[src/rtl/skvt_pkg.sv]
package skvt_pkg;

	// Table geometry
	localparam int DEPTH       = 16;
	localparam int KEY_WIDTH   = 32;
	localparam int VALUE_WIDTH = 32;
	localparam int COUNT_WIDTH = 5;

	// Configuration port
	localparam int CFG_INDEX_WIDTH = 2;
	localparam int CFG_DATA_WIDTH  = 5;
	localparam logic [CFG_INDEX_WIDTH-1:0] CFG_CAPACITY = 2'd0;
	localparam logic [CFG_INDEX_WIDTH-1:0] CFG_SIGNED   = 2'd1;

	// Commands
	localparam logic [1:0] CMD_PUT    = 2'd0;
	localparam logic [1:0] CMD_GET    = 2'd1;
	localparam logic [1:0] CMD_REMOVE = 2'd2;

	// Get match rules
	localparam logic [2:0] COND_EQ = 3'd0;
	localparam logic [2:0] COND_LT = 3'd1;
	localparam logic [2:0] COND_LE = 3'd2;
	localparam logic [2:0] COND_GT = 3'd3;
	localparam logic [2:0] COND_GE = 3'd4;

	// Result status
	localparam logic [1:0] STATUS_MISS = 2'd0;
	localparam logic [1:0] STATUS_HIT  = 2'd1;
	localparam logic [1:0] STATUS_FULL = 2'd2;

	// Per-cycle action broadcast to every cell
	typedef enum logic [1:0] {
		CELL_HOLD,
		CELL_INSERT,
		CELL_REMOVE,
		CELL_WRITE
	} cell_op_t;

	typedef struct packed {
		logic                   compare;
		cell_op_t               op;
		logic [KEY_WIDTH-1:0]   key;
		logic [VALUE_WIDTH-1:0] value;
	} cell_ctrl_t;

endpackage

[src/rtl/skvt_cell.sv]
module skvt_cell
	import skvt_pkg::*;
(
	input  logic                   clk,
	input  cell_ctrl_t             ctrl,
	input  logic                   signed_keys,
	input  logic                   occupied,
	input  logic                   left_lt,
	input  logic [KEY_WIDTH-1:0]   left_key,
	input  logic [VALUE_WIDTH-1:0] left_value,
	input  logic [KEY_WIDTH-1:0]   right_key,
	input  logic [VALUE_WIDTH-1:0] right_value,
	output logic [KEY_WIDTH-1:0]   key,
	output logic [VALUE_WIDTH-1:0] value,
	output logic                   lt,
	output logic                   eq
);

	logic [KEY_WIDTH-1:0]   key_q;
	logic [VALUE_WIDTH-1:0] value_q;
	logic                   lt_q;
	logic                   eq_q;
	logic [KEY_WIDTH-1:0]   sign_flip;
	logic [KEY_WIDTH-1:0]   own_ord;
	logic [KEY_WIDTH-1:0]   probe_ord;

	// flip the sign bit so an unsigned compare gives the configured order
	assign sign_flip = KEY_WIDTH'(signed_keys) << (KEY_WIDTH - 1);
	assign own_ord   = key_q ^ sign_flip;
	assign probe_ord = ctrl.key ^ sign_flip;

	// compare flags and the shift of the held pair
	// left_lt: every cell to the left compares below the probe
	always_ff @(posedge clk) begin
		if (ctrl.compare) begin
			lt_q <= occupied && (own_ord < probe_ord);
			eq_q <= occupied && (own_ord == probe_ord);
		end
		case (ctrl.op)
			CELL_INSERT: begin
				// cells at or above the insert point move up one place
				if (!(left_lt && lt_q)) begin
					if (left_lt) begin
						key_q   <= ctrl.key;
						value_q <= ctrl.value;
					end else begin
						key_q   <= left_key;
						value_q <= left_value;
					end
				end
			end
			CELL_REMOVE: begin
				if (!(left_lt && lt_q)) begin
					key_q   <= right_key;
					value_q <= right_value;
				end
			end
			CELL_WRITE: begin
				if (left_lt && eq_q) begin
					value_q <= ctrl.value;
				end
			end
			default: begin
			end
		endcase
	end

	assign key   = key_q;
	assign value = value_q;
	assign lt    = lt_q;
	assign eq    = eq_q;

endmodule

[src/rtl/sorted_key_value_table.sv]
// Sorted key/value table of DEPTH entries held in a row of cells, one pair per
// cell, in ascending key order. Each transaction has two steps: in the cycle
// it is accepted every cell compares its key with the probe, and in the execute
// state, which waits while a result is left in the output register, the cells
// shift their pairs one place (insert or remove) or a value is replaced, and the
// selected cell's value is read into the output register. The input is ready
// again once the execute state is done, so a new item is not taken before the
// last one is through. Configuration writes are accepted in any cycle and take
// effect at once.
module sorted_key_value_table
	import skvt_pkg::*;
(
	input  logic                       clk,
	input  logic                       arst_n,
	input  logic                       cfg_valid,
	output logic                       cfg_ready,
	input  logic [CFG_INDEX_WIDTH-1:0] cfg_index,
	input  logic [CFG_DATA_WIDTH-1:0]  cfg_data,
	input  logic                       in_valid,
	output logic                       in_ready,
	input  logic [1:0]                 command,
	input  logic [KEY_WIDTH-1:0]       key,
	input  logic [VALUE_WIDTH-1:0]     value,
	input  logic [2:0]                 condition,
	output logic                       out_valid,
	input  logic                       out_ready,
	output logic [VALUE_WIDTH-1:0]     result_value,
	output logic [1:0]                 status,
	output logic [COUNT_WIDTH-1:0]     entries
);

	localparam logic [COUNT_WIDTH-1:0] DEPTH_C = COUNT_WIDTH'(DEPTH);

	typedef enum logic {
		ST_IDLE,
		ST_EXEC
	} state_t;

	state_t                   state_q;
	logic [COUNT_WIDTH-1:0]   capacity_q;
	logic                     signed_q;
	logic [COUNT_WIDTH-1:0]   count_q;
	logic [1:0]               command_q;
	logic [KEY_WIDTH-1:0]     key_q;
	logic [VALUE_WIDTH-1:0]   value_q;
	logic [2:0]               condition_q;
	logic                     out_valid_q;
	logic [VALUE_WIDTH-1:0]   result_q;
	logic [1:0]               status_q;

	logic [KEY_WIDTH-1:0]     key_arr   [DEPTH];
	logic [VALUE_WIDTH-1:0]   value_arr [DEPTH];
	logic [DEPTH-1:0]         lt_vec;
	logic [DEPTH-1:0]         eq_vec;
	logic [DEPTH-1:0]         eq_pos;
	logic [DEPTH-1:0]         occ_vec;
	logic [DEPTH:0]           lt_up;
	logic [DEPTH:0]           lt_dn;
	logic [DEPTH:0]           eq_up;
	logic [DEPTH-1:0]         sel;
	logic [VALUE_WIDTH-1:0]   sel_value;
	logic                     found;
	logic                     hit;
	logic                     full;
	logic [COUNT_WIDTH-1:0]   cap_eff;
	logic                     in_fire;
	logic                     exec_go;
	cell_ctrl_t               ctrl;

	assign cfg_ready = 1'b1;
	assign in_ready  = (state_q == ST_IDLE);
	assign in_fire   = in_valid && in_ready;
	assign exec_go   = (state_q == ST_EXEC) && (!out_valid_q || out_ready);

	// lt_up[i]: every cell below i compares less, so the probe's place is the
	// first cell where the run of less-than flags ends
	always_comb begin
		lt_up[0] = 1'b1;
		for (int i = 0; i < DEPTH; i++) begin
			lt_up[i+1] = lt_up[i] && lt_vec[i];
		end
	end

	// neighbor views of the compare flags
	assign lt_dn  = {1'b0, lt_vec};
	assign eq_pos = eq_vec & lt_up[DEPTH-1:0];
	assign eq_up  = {eq_pos, 1'b0};

	assign hit     = |eq_pos;
	assign cap_eff = (capacity_q > DEPTH_C) ? DEPTH_C : capacity_q;
	assign full    = (count_q >= cap_eff);

	// cell occupancy from the fill count
	always_comb begin
		for (int i = 0; i < DEPTH; i++) begin
			occ_vec[i] = (count_q > COUNT_WIDTH'(i));
		end
	end

	// pick the cell that answers the transaction
	always_comb begin
		for (int i = 0; i < DEPTH; i++) begin
			logic at_pos;
			logic below_pos;
			at_pos    = occ_vec[i] && !lt_vec[i] && lt_up[i];
			below_pos = lt_up[i+1] && !lt_dn[i+1];
			sel[i]    = 1'b0;
			case (command_q)
				CMD_PUT, CMD_REMOVE: sel[i] = eq_pos[i];
				CMD_GET: begin
					case (condition_q)
						COND_EQ: sel[i] = eq_pos[i];
						COND_LT: sel[i] = below_pos;
						COND_LE: sel[i] = hit ? eq_pos[i] : below_pos;
						COND_GT: sel[i] = hit ? (occ_vec[i] && eq_up[i]) : at_pos;
						COND_GE: sel[i] = at_pos;
						default: sel[i] = 1'b0;
					endcase
				end
				default: sel[i] = 1'b0;
			endcase
		end
	end

	// read out the selected value
	always_comb begin
		sel_value = '0;
		for (int i = 0; i < DEPTH; i++) begin
			sel_value = sel_value | (value_arr[i] & {VALUE_WIDTH{sel[i]}});
		end
	end
	assign found = |sel;

	// action broadcast to the cells
	always_comb begin
		ctrl.compare = in_fire;
		ctrl.key     = in_fire ? key : key_q;
		ctrl.value   = value_q;
		ctrl.op      = CELL_HOLD;
		if (exec_go) begin
			case (command_q)
				CMD_PUT: begin
					if (hit) begin
						ctrl.op = CELL_WRITE;
					end else if (!full) begin
						ctrl.op = CELL_INSERT;
					end
				end
				CMD_REMOVE: begin
					if (hit) begin
						ctrl.op = CELL_REMOVE;
					end
				end
				default: ctrl.op = CELL_HOLD;
			endcase
		end
	end

	// row of cells
	for (genvar g = 0; g < DEPTH; g++) begin : g_cell
		logic [KEY_WIDTH-1:0]   l_key;
		logic [VALUE_WIDTH-1:0] l_value;
		logic [KEY_WIDTH-1:0]   r_key;
		logic [VALUE_WIDTH-1:0] r_value;

		if (g == 0) begin : g_first
			assign l_key   = '0;
			assign l_value = '0;
		end else begin : g_inner_l
			assign l_key   = key_arr[g-1];
			assign l_value = value_arr[g-1];
		end

		if (g == DEPTH - 1) begin : g_last
			assign r_key   = '0;
			assign r_value = '0;
		end else begin : g_inner_r
			assign r_key   = key_arr[g+1];
			assign r_value = value_arr[g+1];
		end

		skvt_cell u_cell (
			.clk         (clk),
			.ctrl        (ctrl),
			.signed_keys (signed_q),
			.occupied    (occ_vec[g]),
			.left_lt     (lt_up[g]),
			.left_key    (l_key),
			.left_value  (l_value),
			.right_key   (r_key),
			.right_value (r_value),
			.key         (key_arr[g]),
			.value       (value_arr[g]),
			.lt          (lt_vec[g]),
			.eq          (eq_vec[g])
		);
	end

	// configuration registers
	always_ff @(posedge clk or negedge arst_n) begin
		if (!arst_n) begin
			capacity_q <= DEPTH_C;
			signed_q   <= 1'b0;
		end else if (cfg_valid && cfg_ready) begin
			case (cfg_index)
				CFG_CAPACITY: capacity_q <= cfg_data[COUNT_WIDTH-1:0];
				CFG_SIGNED:   signed_q   <= cfg_data[0];
				default: begin
				end
			endcase
		end
	end

	// captured transaction fields
	always_ff @(posedge clk) begin
		if (in_fire) begin
			command_q   <= command;
			key_q       <= key;
			value_q     <= value;
			condition_q <= condition;
		end
		if (exec_go) begin
			result_q <= sel_value;
			if (command_q == CMD_PUT && !hit && full) begin
				status_q <= STATUS_FULL;
			end else if (found) begin
				status_q <= STATUS_HIT;
			end else begin
				status_q <= STATUS_MISS;
			end
		end
	end

	// sequencer, fill count and output valid
	always_ff @(posedge clk or negedge arst_n) begin
		if (!arst_n) begin
			state_q     <= ST_IDLE;
			count_q     <= '0;
			out_valid_q <= 1'b0;
		end else begin
			// a new result replaces one taken in the same cycle
			if (exec_go) begin
				out_valid_q <= 1'b1;
			end else if (out_ready) begin
				out_valid_q <= 1'b0;
			end
			case (state_q)
				ST_IDLE: begin
					if (in_fire) begin
						state_q <= ST_EXEC;
					end
				end
				ST_EXEC: begin
					if (exec_go) begin
						state_q <= ST_IDLE;
						if (ctrl.op == CELL_INSERT) begin
							count_q <= count_q + 1'b1;
						end else if (ctrl.op == CELL_REMOVE) begin
							count_q <= count_q - 1'b1;
						end
					end
				end
				default: state_q <= ST_IDLE;
			endcase
		end
	end

	assign out_valid    = out_valid_q;
	assign result_value = result_q;
	assign status       = status_q;
	assign entries      = count_q;

	// fill count never passes the table size
	a_count_bound: assert property (@(posedge clk) disable iff (!arst_n)
		count_q <= DEPTH_C)
		else $error("entry count above table size");

	// fill count moves by at most one per transaction
	a_count_step: assert property (@(posedge clk) disable iff (!arst_n)
		##1 (count_q == $past(count_q) || count_q == $past(count_q) + 1'b1 ||
		count_q == $past(count_q) - 1'b1))
		else $error("entry count jumped");

	// an accepted transaction blocks the input for its execute cycle
	a_busy_after_accept: assert property (@(posedge clk) disable iff (!arst_n)
		in_fire |=> !in_ready)
		else $error("input ready during execute");

	// a full report returns no value
	a_full_no_value: assert property (@(posedge clk) disable iff (!arst_n)
		(out_valid_q && status_q == STATUS_FULL) |-> (result_q == '0))
		else $error("full status with nonzero value");

endmodule

[config.mk]
export PLATFORM = sky130hd
export DESIGN_NAME = sorted_key_value_table
export DESIGN_NICKNAME = d
export VERILOG_FILES = /design/src/rtl/skvt_pkg.sv /design/src/rtl/skvt_cell.sv /design/src/rtl/sorted_key_value_table.sv
export SDC_FILE = /design/constraint.sdc
export NUM_CORES = 2
export LEC_CHECK = 0
export ABC_AREA = 1
export BUFFER_PORTS_ARGS = -buffer_cell sky130_fd_sc_hd__buf_2
export CAP_MARGIN = 15
export CORE_MARGIN = 2
export CORE_UTILIZATION = 30
export DETAILED_ROUTE_END_ITERATION = 12
export PLACE_DENSITY_LB_ADDON = 0.12
export RECOVER_POWER = 50
export SLEW_MARGIN = 0
export SYNTH_ARGS = -nofsm -noshare
export SYNTH_HDL_FRONTEND = slang
export SYNTH_SLANG_ARGS = --single-unit
[constraint.sdc]
create_clock -name clk -period 12.25 [get_ports clk]
set_input_delay 0.6125 -clock clk [delete_from_list [all_inputs] [get_ports clk]]
set_output_delay 0.6125 -clock clk [all_outputs]
set_load 0.005 [all_outputs]
* Word level (Yosys, flattened, before mapping)
Cells that the tools add are included.
Storage, ports and cells: input port bits 81, memories kept 0, ROM bits 0, latch bits 0, flip-flop bits (word level) 1172, RAM bits 0, word-level logic and storage cells 645, output and inout bits 42
Cells by class: shift-type cells 0, multipliers 0, magnitude comparators 34, div/mod/pow operators 0, add/sub/neg operators 2, eq/ne operators 74, multiplexer cells 220, bitwise operators 50, reduce and logical (&&, ||, !) cells 190
Operators by type and width (number):
- two-way mux 32 bit | 110
- case mux 32 bit (3 select lines) | 16
- case mux 32 bit (2 select lines) | 16
- bitwise XOR 32 bit | 17
- bitwise AND 32 bit | 16
- == test 32 bit | 16
- < comparator 32 bit | 16
- bitwise OR 32 bit | 15
- logical AND 1 bit | 127
- case mux 1 bit (5 select lines) | 16
- inequality test 2 bit, second input constant | 32
- AND reduction 4 bit | 16
- AND reduction 3 bit | 17
- greater-than comparator 5 x 4 -> 1 bit, second input constant | 8
- two-way mux 1 bit | 38
- case mux 1 bit (2 select lines) | 17
- inequality test 2 x 1 -> 1 bit, second input constant | 16
- OR reduction 16 bit | 2
- greater-than comparator 5 x 3 -> 1 bit, second input constant | 4
- zero test 1 bit | 18
- bitwise AND 16 bit | 1
- two-way mux 5 bit | 3
- greater-than comparator 5 x 1 -> 1 bit, second input constant | 2
- greater-than comparator 5 x 2 -> 1 bit, second input constant | 2
- other kinds (19) | 29

* Longest topological paths before layout
depth after elaboration 35, mapped depth 27

* Cells and area by module
A second synthesis with hierarchy kept.
Second synthesis, totals: cell total of the unflattened synthesis 10322, area total of the unflattened synthesis 81036.5 sq um
Modules (own cells, without submodules):
- skvt_cell | area an instance 4449.3 sq um, cells each 538, instances 16, seq. area each 1981.9 sq um
- sorted_key_value_table | area an instance 9848.2 sq um, cells each 1714, instances 1, seq. area each 3099.2 sq um

* Least setup slack after synthesis
No wires, ideal clock.
path kind reg2reg, start point reg g_cell[1].u_cell.lt_q, end point reg g_cell[7].u_cell.value_q[0], enable pin, arrival time 5.895 ns, path buffers 5, library setup time 0.470 ns, setup slack 5.885 ns, stages on the path, launching flop included 22, data required time 11.780 ns, period minus slack after synthesis 6.365 ns, path through edfxtp_1 -> buf_2 -> nand3_2 -> nor2_4 -> nand4_4 -> nor2_4 -> nand4_2 -> nor2_4 -> nand2_2 -> nor2_4 -> nand2_2 -> nand3_4 -> buf_6 -> o21bai_1 -> nand3_1 -> ha_1 -> clkbuf_1 -> clkinv_1 -> clkbuf_1 -> clkbuf_1 -> a21oi_1 -> a211oi_1
Between the ends: cells in the longest elaborated chain, start to end 22
RTL lines:
- from (decl) | RTL line skvt_cell.sv:21 | logic lt_q;
- from (signal assigned) | RTL line skvt_cell.sv:36 | lt_q <= occupied && (own_ord < probe_ord);
- logical AND 1 bit * | RTL line sorted_key_value_table.sv:80 | lt_up[i+1] = lt_up[i] && lt_vec[i];
- logical AND 1 bit (5 in series) | RTL line sorted_key_value_table.sv:80
- logical AND 1 bit | RTL line skvt_cell.sv:42, skvt_cell.sv:53, sorted_key_value_table.sv:80
- logical AND 1 bit (7 in series) | RTL line sorted_key_value_table.sv:80
- bitwise AND 16 bit | RTL line sorted_key_value_table.sv:86 | assign eq_pos = eq_vec & lt_up[DEPTH-1:0];
- OR reduction 16 bit | RTL line sorted_key_value_table.sv:89 | assign hit = |eq_pos;
- two-way mux 2 bit (on tied branches) | RTL line sorted_key_value_table.sv:143, sorted_key_value_table.sv:150
- case mux 2 bit (2 select lines) | RTL line sorted_key_value_table.sv:141 | case (command_q)
- two-way mux 2 bit | RTL line sorted_key_value_table.sv:140 | if (exec_go) begin
- == test 2 bit / == test 2 x 1 -> 1 bit (equally long branches) | RTL line skvt_cell.sv:39 | case (ctrl.op)
- inequality test 2 x 1 -> 1 bit (no source line) (tied with other cells)
- AND reduction 4 bit (no source line) *
- to (signal assigned) | RTL line skvt_cell.sv:45 | value_q <= ctrl.value;
- to (signal assigned) | RTL line skvt_cell.sv:48 | value_q <= left_value;
- to (signal assigned) | RTL line skvt_cell.sv:55 | value_q <= right_value;
- to (decl) | RTL line skvt_cell.sv:20 | logic [VALUE_WIDTH-1:0] value_q;
Mark *: on every way between the ends. The rest lies on a longest branch, timed or not. A chain may end at the register's enable or synchronous reset.

* Final worst setup path
start point reg g_cell[0].u_cell.lt_q, end point reg g_cell[0].u_cell.value_q[14], enable pin
Between the ends: cells in the longest elaborated chain, start to end 22
RTL lines (RTL line):
- from (decl) | skvt_cell.sv:21
- from (signal assigned) | skvt_cell.sv:36
- logical AND 1 bit (14 in series) | sorted_key_value_table.sv:80
- bitwise AND 16 bit | sorted_key_value_table.sv:86
- OR reduction 16 bit | sorted_key_value_table.sv:89
- two-way mux 2 bit (on tied branches) | sorted_key_value_table.sv:143, sorted_key_value_table.sv:150
- case mux 2 bit (2 select lines) | sorted_key_value_table.sv:141
- two-way mux 2 bit | sorted_key_value_table.sv:140
- == test 2 bit / == test 2 x 1 -> 1 bit (equally long branches) | skvt_cell.sv:39
- inequality test 2 x 1 -> 1 bit (no source line) (tied with other cells)
- AND reduction 4 bit (no source line) *
- to (signal assigned) | skvt_cell.sv:45
- to (signal assigned) | skvt_cell.sv:48
- to (signal assigned) | skvt_cell.sv:55
- to (decl) | skvt_cell.sv:20
Marked as above.

==> out/qor.txt <==
Most used DFF post-synth -> edfxtp_1
Power per cell area -> 182.5 mW/mm^2
Dpl hpwl -> 210.7 mm
FF-to-FF End -> g_cell[0].u_cell.value[14]
Via density per instance -> 5.733
Syn Area/Cell -> 8.653 sq um
Site row count -> 181
Worst Skew -> 30.33 ps
Hold Crit Start -> cfg_data[4]
RR Startpoint -> g_cell[0].u_cell.lt
Maximum vdd drop -> 115.3 uV
DRC viols -> 0
Worst EP arrival -> 10920 ps
Worst-Skew Late Latency -> 830 ps
CP top delay family -> simple AND/OR/NAND/NOR gates
Worst Hold End -> capacity_q[4]
CP bufs+invs -> 5
Highest Clock Rate -> 92.73 MHz
Max_slew headroom -> -188.0%
Worst Reg-to-Reg Cells -> 17
RSZ-0062 raised after global routing -> false
CTS sink cnt -> 1172
FF+latch count, synth -> 1172
Crit start category -> flop
First-pass GRT wire length -> 486.5 mm
Initial DRC Count -> 7820
Largest net degree at the start of global routing -> 178
Leakage -> 32.73 nW
CP Cell Sequence -> buf_12 -> nand4_1 -> nor2_1 -> nand4_4 -> nor2_4 -> buf_4 -> nand4_4 -> nor2_1 -> nand4_1 -> nand3_4 -> o21bai_1 -> nand3_1 -> inv_1 -> ha_4 -> clkbuf_2 -> a211oi_4 -> clkbuf_2
Tmin final -> 10780 ps
Commonest cells in the synthesized netlist -> nand2_1 (2085), edfxtp_1 (1127), nand3_1 (708), inv_1 (641), o21ai_0 (593)
Util after Layout -> 34.14%
Combinational share of power -> 31.1%
Post-synth ARST share -> 1.109%
Layout Nets -> 9046
H-Tree Depth -> 4
Switch share -> 38.49%
Placed Cells incl. Taps -> 11450
Violated checks -> max-capacitance violations, max-slew violations
Sequential share of the synthesized area -> 47.41%
Overall Global Routing Usage -> 26.78%
# port buffers -> 121
Final non-filler cell total -> 11770
CP Capture Type -> flop
Netlist cell types -> 65
Io pins -> 123
GR Overflow Total -> 0
Synth area leaders -> edfxtp_1 (46%), nand2_1 (11%), ha_1 (9.0%)
Placer congestion estimate -> 0.8922
Detailed Routing Iterations Pass 1 -> 6
Ys Warns -> 0
TritonCTS Buffers -> 153
Total power -> 0.01516 W
Clk pin slew, worst setup/hold paths -> 60 ps
Dominant cell by count in the synthesized netlist -> nand2_1
Final setup vio count -> 0
Final max-slew violation count -> 802
Initial antenna violation count -> 17
Clock share of power -> 30.4%
Post-synth top area share -> 46.09%
Number of synthesized flops with an enable pin -> 1127
Reg power frac -> 38.5%
CP Max Fanout -> 84
Number of max-cap violations -> 26
CP required -> 12390 ps
Switch Pwr -> 0.005834 W
Syn Nets -> 9093
Vias -> 67480
Total length of routed wires -> 343.6 mm
Die width -> 498.7 um
Slowest stage cell, crit path -> nand4_1
Mapped Cells -> 8485
Run status -> finished, violations left
Sum of negative setup slack -> 0 ps
Starting Density -> 30.19%
Fin. Hold Viols -> 0
Die ar. -> 0.2487 sq mm
Mapped Area -> 0.07342 sq mm
Area leader, netlist -> edfxtp_1
Hold depth -> 3
Placed cell area -> 0.07805 sq mm
Share of cells above drive strength 1 -> 7.194%
Die height -> 498.7 um
Internal Power -> 0.009324 W
Setup CP Type -> flop to flop
Vias in the first global route -> 65150
Final antenna-violating net count -> 0
Post-cts sizing count -> 0
Tightest Pin Transition -> 4321 ps
Worst-case clock buffer depth -> 3
Area growth syn-to-layout -> 13.10%
Reg2reg setup slack -> 1470 ps
HP Class -> input port to flop
Fin area -> 0.08304 sq mm
Root buffer cell -> clkbuf_16
Final period utilization -> 88.04%
CTS tree -> yes
Avg WL per Cell -> 29.19 um
Max stage delay on crit path -> 1620 ps
Placeable core area -> 0.2432 sq mm
-- flip-flops by register name, indices dropped and copies added, names as in the netlist --
signal	flops
state_q	1
command_q	2
g_cell.u_cell.lt	16
g_cell.u_cell.eq	16
out_valid	1
value_q	32
status	2
capacity_q	5
condition_q	3
key_q	32
result_value	32
entries	5
signed_q	1
g_cell.u_cell.value	512
g_cell.u_cell.key	512
-- area by class of cell --
class	instances	area [sq um]
Fill cell	25450	160200
Inverter	691	2610
Tap cell	3202	4006
Sequential cell	1172	34810
Antenna cell	6	15.01
Timing Repair Buffer	335	2190
Multi-Input combinational cell	6085	34520
Clock buffer	208	4180
Clock inverter	72	709.4
-- metal layers --
metal / wire length [um] / GRT usage, %
met1: 142600 / 34.87
met2: 160000 / 44.08
met5: 57 / 0.1736
met3: 23860 / 3.903
met4: 17160 / 11.63
-- cell families (layout without fill, tap and decap cells) --
family                   count (synthesis)  in the layout  share of synthesized area, %
multiplexers                             3              3                       0.04601
AND/OR/NAND/NOR                       3534           3534                         20.10
other                                    1              7                      0.005108
XOR/XNOR                                21             21                        0.2505
flip-flops                            1172           1172                         47.41
adder cells (fa/ha/maj)                527            527                         8.981
AO/OA/AOI/OAI                         1999           1999                         16.81
buffers and inverters                 1228           1306                         6.394
-- worst reg2reg max path, stage by stage (launching register included) --
cell	delay, ps
edfxtp_1	440
buf_12	550
nand4_1	1620
nor2_1	740
nand4_4	160
nor2_4	100
buf_4	710
nand4_4	170
nor2_1	190
nand4_1	780
nand3_4	600
o21bai_1	200
nand3_1	210
inv_1	370
ha_4	470
clkbuf_2	1500
a211oi_4	130
clkbuf_2	1110
-- power by group through the flow --
stage | logic, W | registers (W) | clock network (W)
after floorplan | 0.00277 | 0.00567 | 0
after global placement | 0.00461 | 0.00590 | 0
after detailed placement | 0.00468 | 0.00589 | 0
after CTS | 0.00471 | 0.00582 | 0.00467
after global routing | 0.00514 | 0.00589 | 0.00481
final | 0.00472 | 0.00584 | 0.00460
-- how the worst max path moves through the flow --
stage,from,to,slack (ps),cells past startpoint
after global routing,g_cell[0].u_cell.lt,g_cell[7].u_cell.value[21],1360,20
final,g_cell[0].u_cell.lt,g_cell[0].u_cell.value[14],1470,17
after CTS,g_cell[1].u_cell.lt,g_cell[7].u_cell.value[21],3220,23
after floorplan,g_cell[1].u_cell.lt,g_cell[7].u_cell.value[0],5880,21
after detailed placement,g_cell[1].u_cell.lt,g_cell[7].u_cell.value[28],3270,23
after global placement,g_cell[1].u_cell.lt,g_cell[7].u_cell.value[25],3500,23
-- layout by cell type, fill, tap and decap left out, drive strengths merged, types with 7 or more instances in the layout --
cell            n
bufinv         13
clkbuf        294
o32ai          47
edfxtp       1127
nand2        2087
o21bai         14
o211ai        442
a211oi         37
a21oi         518
buf           210
dfxtp          32
o2111ai        12
nor3           74
o21ai         601
dfrtp          12
a221oi         25
xor2           20
nand3         711
clkinv         69
a22oi          34
o22ai         108
inv           677
nor2          531
nor4b           7
o221ai         88
nand4          62
nor4           16
a31oi          13
ha            527
dlygate4sd3    39
o311ai         30
or2            33
-- metrics by stage --
step,hold slack (ps),setup slack [ps]
after global routing,61.94,1359
after global placement,481.1,3497
after floorplan,316.9,5885
after CTS,2.494,3219
after detailed placement,493.8,3270
final,76.05,1466
-- repair_timing --
item,4_1_cts,5_1_grt
hold buffers,39,0
endpoints found under the setup margin,0,0
buffers inserted,0,0
hold endpoints to repair,51,0
Power figures use the tool's default switching activity.
